**src/rtl/dfps_pkg.sv**
```systemverilog
// Shared types, codes and helpers of the dataflash page sequencer.
`timescale 1ns / 1ps

package dfps_pkg;

  // Item codes on the request channel.
  localparam logic [1:0] MODE_READ  = 2'd0;
  localparam logic [1:0] MODE_WRITE = 2'd1;
  localparam logic [1:0] MODE_XFER  = 2'd2;

  // Flash opcodes and status bits.
  localparam logic [7:0] OP_STATUS    = 8'h57;
  localparam logic [7:0] OP_READ      = 8'h68;
  localparam logic [7:0] OP_PROG      = 8'h82;
  localparam logic [7:0] STATUS_READY = 8'h80;

  // Number of address bytes after the opcode.
  localparam int ADDR_BYTES = 3;

  typedef enum logic [2:0] {
    PH_IDLE      = 3'd0,
    PH_POLL_CMD  = 3'd1,
    PH_POLL_STAT = 3'd2,
    PH_OPCODE    = 3'd3,
    PH_ADDR      = 3'd4,
    PH_DUMMY     = 3'd5,
    PH_DATA      = 3'd6
  } phase_t;

  typedef struct packed {
    logic [1:0]  mode;
    logic [11:0] page;
    logic [7:0]  write_byte;
    logic [7:0]  miso_byte;
  } dfps_in_t;

  typedef struct packed {
    logic [7:0] mosi_byte;
    logic       send;
    logic       frame_start;
    logic       select;
    logic       write_taken;
    logic [7:0] read_byte;
    logic       read_valid;
    logic       done_res;
  } dfps_out_t;

  // Transfer context held between items.
  typedef struct packed {
    phase_t      phase;
    logic        is_write;
    logic [11:0] page;
  } dfps_ctx_t;

  // Address byte k of page << 9, most significant first.
  function automatic logic [7:0] addr_byte(input logic [11:0] page, input logic [1:0] k);
    logic [7:0] b;
    case (k)
      2'd0:    b = {3'b000, page[11:7]};
      2'd1:    b = {page[6:0], 1'b0};
      default: b = 8'h00;
    endcase
    return b;
  endfunction

endpackage

```
**src/rtl/dfps_step.sv**
```systemverilog
// Next-state and result logic for one byte exchange event.
`timescale 1ns / 1ps

module dfps_step #(
  parameter int PAGE_BYTES       = 264,
  parameter int READ_DUMMY_BYTES = 4,
  parameter int CNT_W            = 9
) (
  input  dfps_pkg::dfps_in_t  item,
  input  dfps_pkg::dfps_ctx_t ctx,
  input  logic [CNT_W-1:0]    cnt,
  output dfps_pkg::dfps_ctx_t ctx_next,
  output logic [CNT_W-1:0]    cnt_next,
  output logic                has_result,
  output dfps_pkg::dfps_out_t res
);
  import dfps_pkg::*;

  localparam bit HAS_DUMMY = (READ_DUMMY_BYTES > 0);
  localparam logic [CNT_W-1:0] CNT_ONE   = CNT_W'(1);
  localparam logic [CNT_W-1:0] CNT_ADDR  = CNT_W'(ADDR_BYTES);
  localparam logic [CNT_W-1:0] CNT_DUMMY = CNT_W'(READ_DUMMY_BYTES);
  localparam logic [CNT_W-1:0] CNT_PAGE  = CNT_W'(PAGE_BYTES);

  logic [CNT_W-1:0] cnt_inc;

  assign cnt_inc = cnt + CNT_ONE;

  always_comb begin
    ctx_next   = ctx;
    cnt_next   = cnt;
    has_result = 1'b1;
    res        = '0;
    res.send   = 1'b1;
    res.select = 1'b1;

    unique case (ctx.phase)
      PH_POLL_CMD, PH_POLL_STAT, PH_OPCODE, PH_ADDR, PH_DUMMY, PH_DATA: begin
        if (item.mode != MODE_XFER) begin
          has_result = 1'b0;
        end else begin
          unique case (ctx.phase)
            PH_POLL_CMD: begin
              ctx_next.phase = PH_POLL_STAT;
            end
            PH_POLL_STAT: begin
              res.frame_start = 1'b1;
              if ((item.miso_byte & STATUS_READY) != 8'h00) begin
                ctx_next.phase = PH_OPCODE;
                res.mosi_byte  = ctx.is_write ? OP_PROG : OP_READ;
              end else begin
                ctx_next.phase = PH_POLL_CMD;
                res.mosi_byte  = OP_STATUS;
              end
            end
            PH_OPCODE: begin
              ctx_next.phase = PH_ADDR;
              res.mosi_byte  = addr_byte(ctx.page, 2'd0);
              cnt_next       = CNT_ONE;
            end
            PH_ADDR: begin
              if (cnt < CNT_ADDR) begin
                res.mosi_byte = addr_byte(ctx.page, cnt[1:0]);
                cnt_next      = cnt_inc;
              end else if (!ctx.is_write && HAS_DUMMY) begin
                ctx_next.phase = PH_DUMMY;
                cnt_next       = CNT_ONE;
              end else begin
                ctx_next.phase  = PH_DATA;
                cnt_next        = CNT_ONE;
                res.mosi_byte   = ctx.is_write ? item.write_byte : 8'h00;
                res.write_taken = ctx.is_write;
              end
            end
            PH_DUMMY: begin
              if (cnt < CNT_DUMMY) begin
                cnt_next = cnt_inc;
              end else begin
                ctx_next.phase  = PH_DATA;
                cnt_next        = CNT_ONE;
                res.mosi_byte   = ctx.is_write ? item.write_byte : 8'h00;
                res.write_taken = ctx.is_write;
              end
            end
            default: begin
              if (!ctx.is_write) begin
                res.read_byte  = item.miso_byte;
                res.read_valid = 1'b1;
              end
              if (cnt < CNT_PAGE) begin
                cnt_next        = cnt_inc;
                res.mosi_byte   = ctx.is_write ? item.write_byte : 8'h00;
                res.write_taken = ctx.is_write;
              end else begin
                res.send       = 1'b0;
                res.select     = 1'b0;
                res.done_res   = 1'b1;
                ctx_next.phase = PH_IDLE;
                cnt_next       = '0;
              end
            end
          endcase
        end
      end
      default: begin
        // Idle: only a start request does anything.
        if (item.mode == MODE_READ || item.mode == MODE_WRITE) begin
          ctx_next.phase    = PH_POLL_CMD;
          ctx_next.is_write = (item.mode == MODE_WRITE);
          ctx_next.page     = item.page;
          cnt_next          = '0;
          res.mosi_byte     = OP_STATUS;
          res.frame_start   = 1'b1;
        end else begin
          has_result = 1'b0;
        end
      end
    endcase
  end

endmodule

```
**src/rtl/dfps_out_reg.sv**
```systemverilog
// Result register that holds a transfer until the consumer takes it.
`timescale 1ns / 1ps

module dfps_out_reg (
  input  logic                clk,
  input  logic                rst,
  input  logic                load,
  input  dfps_pkg::dfps_out_t load_data,
  input  logic                rsp_stall,
  output logic                free,
  output logic                rsp_valid,
  output dfps_pkg::dfps_out_t rsp
);
  import dfps_pkg::*;

  logic rsp_valid_next;

  // Slot is free when empty or when its contents leave this cycle.
  assign free = !rsp_valid || !rsp_stall;

  always_comb begin
    if (load) begin
      rsp_valid_next = 1'b1;
    end else begin
      rsp_valid_next = rsp_valid && rsp_stall;
    end
  end

  always_ff @(posedge clk) begin
    if (rst) begin
      rsp_valid <= 1'b0;
    end else begin
      rsp_valid <= rsp_valid_next;
    end
  end

  always_ff @(posedge clk) begin
    if (load) begin
      rsp <= load_data;
    end
  end

endmodule

```
**src/rtl/dataflash_page_sequencer_core.sv**
```systemverilog
// Top level of the dataflash page sequencer: input register, step logic, result register.
`timescale 1ns / 1ps

// Dataflash page sequencer. Each request transfer is one event: a start of a
// page read (mode 0) or page program (mode 1), or the completion of the byte
// exchange that the previous result launched (mode 2, with the byte received
// from the flash). For every event that matters the block answers with one
// result transfer naming the next byte to shift out, whether to open a fresh
// chip-select frame first, the chip-select level, whether write_byte was
// used, and any page byte read back. A page operation polls status (0x57 and
// a dummy byte per frame) until bit 7 is set, sends the opcode and three
// address bytes, four dummy bytes on a read, then PAGE_BYTES data bytes;
// the last result raises done_res with the chip deselected. Starts while busy,
// completions while idle and mode 3 are swallowed with no result. One request
// is taken every clock cycle while req_stall is low: the work for an item sits
// between the input register and the result register, so each request
// transfer passes through both on its way to a result, and a held result does
// not block the next request until both registers are full.

module dataflash_page_sequencer_core #(
  parameter int PAGE_BYTES       = 264,
  parameter int READ_DUMMY_BYTES = 4
) (
  input  logic                clk,
  input  logic                rst,
  input  logic                req_valid,
  output logic                req_stall,
  input  dfps_pkg::dfps_in_t  req,
  output logic                rsp_valid,
  input  logic                rsp_stall,
  output dfps_pkg::dfps_out_t rsp
);
  import dfps_pkg::*;

  // Counter spans the page length and the dummy and address counts.
  localparam int CNT_MAX = (PAGE_BYTES > 8) ? PAGE_BYTES : 8;
  localparam int CNT_W   = $clog2(CNT_MAX + 1);

  // Input register.
  logic      s1_valid;
  dfps_in_t  s1_item;

  // Transfer context and byte counter.
  dfps_ctx_t        ctx;
  dfps_ctx_t        ctx_next;
  logic [CNT_W-1:0] byte_count;
  logic [CNT_W-1:0] byte_count_next;

  logic      has_result;
  dfps_out_t step_res;
  logic      out_free;
  logic      advance;
  logic      req_take;

  // Process the held item once the result slot can take its answer.
  assign advance   = s1_valid && out_free;
  assign req_stall = s1_valid && !out_free;
  assign req_take  = req_valid && !req_stall;

  always_ff @(posedge clk) begin
    if (rst) begin
      s1_valid <= 1'b0;
    end else if (req_take) begin
      s1_valid <= 1'b1;
    end else if (advance) begin
      s1_valid <= 1'b0;
    end
  end

  always_ff @(posedge clk) begin
    if (req_take) begin
      s1_item <= req;
    end
  end

  dfps_step #(
    .PAGE_BYTES       (PAGE_BYTES),
    .READ_DUMMY_BYTES (READ_DUMMY_BYTES),
    .CNT_W            (CNT_W)
  ) u_step (
    .item       (s1_item),
    .ctx        (ctx),
    .cnt        (byte_count),
    .ctx_next   (ctx_next),
    .cnt_next   (byte_count_next),
    .has_result (has_result),
    .res        (step_res)
  );

  // Advance the context only when the item is actually processed.
  always_ff @(posedge clk) begin
    if (rst) begin
      ctx.phase    <= PH_IDLE;
      ctx.is_write <= 1'b0;
      ctx.page     <= '0;
      byte_count   <= '0;
    end else if (advance) begin
      ctx        <= ctx_next;
      byte_count <= byte_count_next;
    end
  end

  dfps_out_reg u_out (
    .clk       (clk),
    .rst       (rst),
    .load      (advance && has_result),
    .load_data (step_res),
    .rsp_stall (rsp_stall),
    .free      (out_free),
    .rsp_valid (rsp_valid),
    .rsp       (rsp)
  );

  // Finishing a page returns the sequencer to idle.
  a_done_idle: assert property (@(posedge clk) disable iff (rst)
    advance && has_result && step_res.done_res |=> ctx.phase == PH_IDLE)
    else $error("sequencer not idle after page end");

  // A consumed write byte only ever belongs to a program operation.
  a_taken_write: assert property (@(posedge clk) disable iff (rst)
    advance && has_result && step_res.write_taken |=> ctx.is_write)
    else $error("write byte consumed outside a program");

  // Counter never runs past its largest meaningful value.
  a_count_range: assert property (@(posedge clk) disable iff (rst)
    byte_count <= CNT_W'(CNT_MAX))
    else $error("byte counter out of range");

  // A held result blocks the input register only when it is full.
  a_stall_full: assert property (@(posedge clk) disable iff (rst)
    req_stall |-> s1_valid && rsp_valid && rsp_stall)
    else $error("request stalled with room to spare");

  // A finished page releases the chip and launches nothing.
  a_done_release: assert property (@(posedge clk) disable iff (rst)
    advance && has_result && step_res.done_res |=> rsp_valid && !rsp.send && !rsp.select)
    else $error("page end result still drives the flash");

endmodule

```
**config.mk**
```make
export PLATFORM = sky130hd
export DESIGN_NAME = dataflash_page_sequencer_core
export DESIGN_NICKNAME = d
export VERILOG_FILES = /design/src/rtl/dfps_pkg.sv /design/src/rtl/dfps_step.sv /design/src/rtl/dfps_out_reg.sv /design/src/rtl/dataflash_page_sequencer_core.sv
export SDC_FILE = /design/constraint.sdc
export NUM_CORES = 1
export LEC_CHECK = 0
export ABC_AREA = 1
export BUFFER_PORTS_ARGS = -buffer_cell sky130_fd_sc_hd__buf_2
export CELL_PAD_IN_SITES_DETAIL_PLACEMENT = 0
export CELL_PAD_IN_SITES_GLOBAL_PLACEMENT = 2
export CORE_UTILIZATION = 34
export CTS_CLUSTER_SIZE = 10
export DETAILED_ROUTE_END_ITERATION = 10
export GPL_TIMING_DRIVEN = 0
export PLACE_DENSITY_LB_ADDON = 0.1
export SYNTH_ARGS = -nofsm -noshare
export SYNTH_HDL_FRONTEND = slang
export SYNTH_SLANG_ARGS = --single-unit
```
**constraint.sdc**
```tcl
create_clock -name clk -period 2.75 [get_ports clk]
set_clock_uncertainty 0.2 [all_clocks]
set_input_delay 0.1375 -clock clk [delete_from_list [all_inputs] [get_ports clk]]
set_output_delay 0.1375 -clock clk [all_outputs]
set_load 0.05 [all_outputs]
```
==> reports/qor.yml <==
finish:
  finish.instance_area_sq_um: 4609
  antenna_cells: 0
  nFillCells: 1019
  area_delta_synth_final_pct: 27.52
  nets: 554
  layout_commonest_cell: "sky130_fd_sc_hd__nand2_1"
  most-common-layout-cells: "sky130_fd_sc_hd__nand2_1, sky130_fd_sc_hd__inv_1, sky130_fd_sc_hd__buf_2"
  layout-drive-gt1-share_pct: 18.20
power_and_ir_drop:
  seq_power_share_pct: 52.4
  power_switching_mw: 0.6952
  p_leak_nw: 2.022
  power_report.internal_total_mw: 1.860
  p_clk_share_pct: 33.2
  p_sw_share_pct: 27.21
  vdd.ir_drop.worst_mv: 0.2800
  power.share.combinational_pct: 14.4
  power.density_cell_area_nw_per_um2: 554.3
floorplanning:
  die_area_sq_um: 11050
  rows: 37
  core_region_area_sq_um: 10320
  die-height_um: 105.1
  dieWidth_um: 105.1
  pin_count: 58
  initial_core_util_pct: 35.01
setup_path:
  cp_num_cells: 7
  crit_fanout: 21
  crit_slowest_cell: "sky130_fd_sc_hd__clkinvlp_4"
  cpLargestDelayFamily: "simple AND/OR/NAND/NOR gates"
  timing_worst_setup_path_type: "register to register"
  worst_path_largest_cell_delay_ns: 0.46
  cp.buffers_inverters: 2
  cp-end-kind: "register"
  ff2ff_path_depth: 7
  ff2ff_setup_slack_ns: 0.24
  required_ns: 2.49
  cells_along_the_critical_path: "inv_1, nand2_2, nand3_4, nand2_1, nand2_2, nand2_2, clkinvlp_4"
  start_kind: "register"
  worst-endpoint-arrival_ns: 2.25
  timing.critical_path.mode_cell: "sky130_fd_sc_hd__nand2_2"
place:
  place.gp.congestion: 0.8148
  io_buffer_count: 56
  hpwlAfterDp_um: 6077
  dpl_cell_area_sq_um: 4065
synthesis:
  synthesis.area_per_instance_sq_um: 8.710
  synth_instances: 415
  synth-seq-cells: 78
  yosysWarningCount: 0
  post_synth_instance_area_sq_um: 3615
  synth_cell_types: 33
  synth.net_count: 452
  seq_area_frac_synth_pct: 57.32
clocking:
  ctsRootBufferMaster: "sky130_fd_sc_hd__clkbuf_8"
  clk_transition_reported_paths_ns: 0.09
  numCtsBuffers: 9
  worstSkewPairLatency_ns: 0.34
  cts_tree: "yes"
  cts_max_level: 3
  cts_buffer_depth: 2
  cts.sink_count: 78
detailed_routing:
  final_antenna_violating_net_count: 0
  first_iter_violations: 160
  drt_drc_violations_left: 0
  drt_pre_antenna_iters: 5
  wire_per_inst_um: 13.00
  wirelength_um: 8552
  viasPerCell: 4.464
  routed-via-count: 2937
sta:
  timing.final.setup_violations: 0
  maxSlewViolCount: 0
  max_slew_margin_pct: 19.71
  final.min_clock_period_ns: 2.511
  setup_total_negative_slack_ns: 0
  worst_tran_pin_value_ns: 1.203
  setup_repair_after_global_routing_missed_its_margin: "no"
  period_share_pct: 91.30
  final-hold-violation-count: 0
  achievable-frequency_ghz: 0.3983
status:
  run_status: "finished clean"
global_routing:
  grt_max_degree: 31
  grt_pass1_vias: 2870
  track_usage_pct: 16.69
  grt_pass1_wl_um: 14100
  globalRoute.totalOverflow: 0
  grt_antenna_before_repair: 0
job:
  timing.max_cap.violations: 0
hold_path:
  timing.hold.worst_path_depth: 2
  min-delay-path-class: "register to register"
## flip-flops by register name, summed over array words and instances, names as in the netlist
signal           cells
s1_item             30
u_out.rsp_valid      1
ctx                 16
byte_count           9
u_out.rsp           21
s1_valid             1
## synth_stat cells (all sizes together)
cell | number | share of area, %
xor2 | 1 | 0.24
a21boi | 1 | 0.21
buf | 5 | 1.0
nand3 | 34 | 5.2
nand4 | 9 | 1.6
inv | 69 | 7.2
nor3 | 5 | 0.83
o21ai | 26 | 3.7
a22oi | 1 | 0.21
clkbuf | 4 | 0.42
o21bai | 1 | 0.21
nor2 | 57 | 6.9
nand2 | 96 | 10
dfxtp | 27 | 15
a31oi | 1 | 0.17
ha | 3 | 1.0
edfxtp | 51 | 42
nand3b | 1 | 0.21
a21oi | 21 | 2.9
o211ai | 1 | 0.21
o22ai | 1 | 0.17
## per-layer routing
layer / up-vias / share of wire (%) / track usage (%)
met3: 5 / 3.0 / 3.182
met5: - / 0 / 0
met2: 46 / 48 / 28.86
met1: 1330 / 49 / 21.37
met4: 0 / 0.84 / 4.225
li1: 1556 / - / -
## power groups by stage
stage | clock [mW] | combinational [mW] | sequential, mW
floorplan | 0 | 0.193 | 1.40
global placement | 0 | 0.331 | 1.37
detailed placement | 0 | 0.332 | 1.37
CTS | 0.887 | 0.371 | 1.34
global route | 0.922 | 0.413 | 1.35
finish | 0.849 | 0.367 | 1.34
## cell type report
type	count	area, sq um	area share, %
flip-flops and latches	78	2072	44.95
multi-input cells	259	1232	26.74
repair buffers	91	630.6	13.68
inverters	69	262.8	5.700
well taps	136	170.2	3.692
clock buffers	11	131.4	2.850
clock inverters	5	58.81	1.276
plain buffers	9	51.30	1.113
## kinds of logic (layout without fill, tap and decap cells)
kind of cell / Yosys count / in the layout / share of synthesized area (%)
AOI/OAI and AO/OA: 53 / 53 / 7.789
xor gates and xnor gates: 1 / 1 / 0.2423
adders and majority gates: 3 / 3 / 1.039
buffers and inverters: 78 / 185 / 8.584
DFF: 78 / 78 / 57.32
and+or+nand+nor: 202 / 202 / 25.03
## path summary, 6_finish.rpt
kind	end	startpoint
worst max-delay path	u_out.rsp[12]$_DFFE_PP_	ctx[14]$_SDFFE_PP0P_
worst min-delay path	ctx[0]$_SDFFE_PP0P_	s1_item[16]$_DFFE_PP_
worst max register to register	u_out.rsp[12]$_DFFE_PP_	ctx[14]$_SDFFE_PP0P_
worst min register to register	ctx[0]$_SDFFE_PP0P_	s1_item[16]$_DFFE_PP_
## timing repair
action | CTS | global route
endpoints found under the setup margin | 0 | 21
gates resized for setup | 0 | 1
buffers inserted | 0 | 0
endpoints found under the hold margin | 36 | 0
hold buffers | 35 | 0
## metrics by stage
stage                     std cells  util [%]  total power [mW]  hold WS [ns]  setup slack (ns)
after floorplan                 415         -             1.595       0.03637            0.1164
after global placement          607     39.38             1.698        0.1138           0.06446
after detailed placement        607     39.38             1.700        0.1156           0.06532
after CTS                       658     44.61             2.599        0.2744           0.05797
after global routing            658     44.65             2.681        0.2677           0.02161
final                           658     44.65             2.555        0.2779            0.2393
## worst min-delay path: stages, from the launching register on
cell and delay, ns:
sky130_fd_sc_hd__edfxtp_1 0.33, sky130_fd_sc_hd__nor2_1 0.04, sky130_fd_sc_hd__nor2_1 0.08
Power figures use the tool's default switching activity.
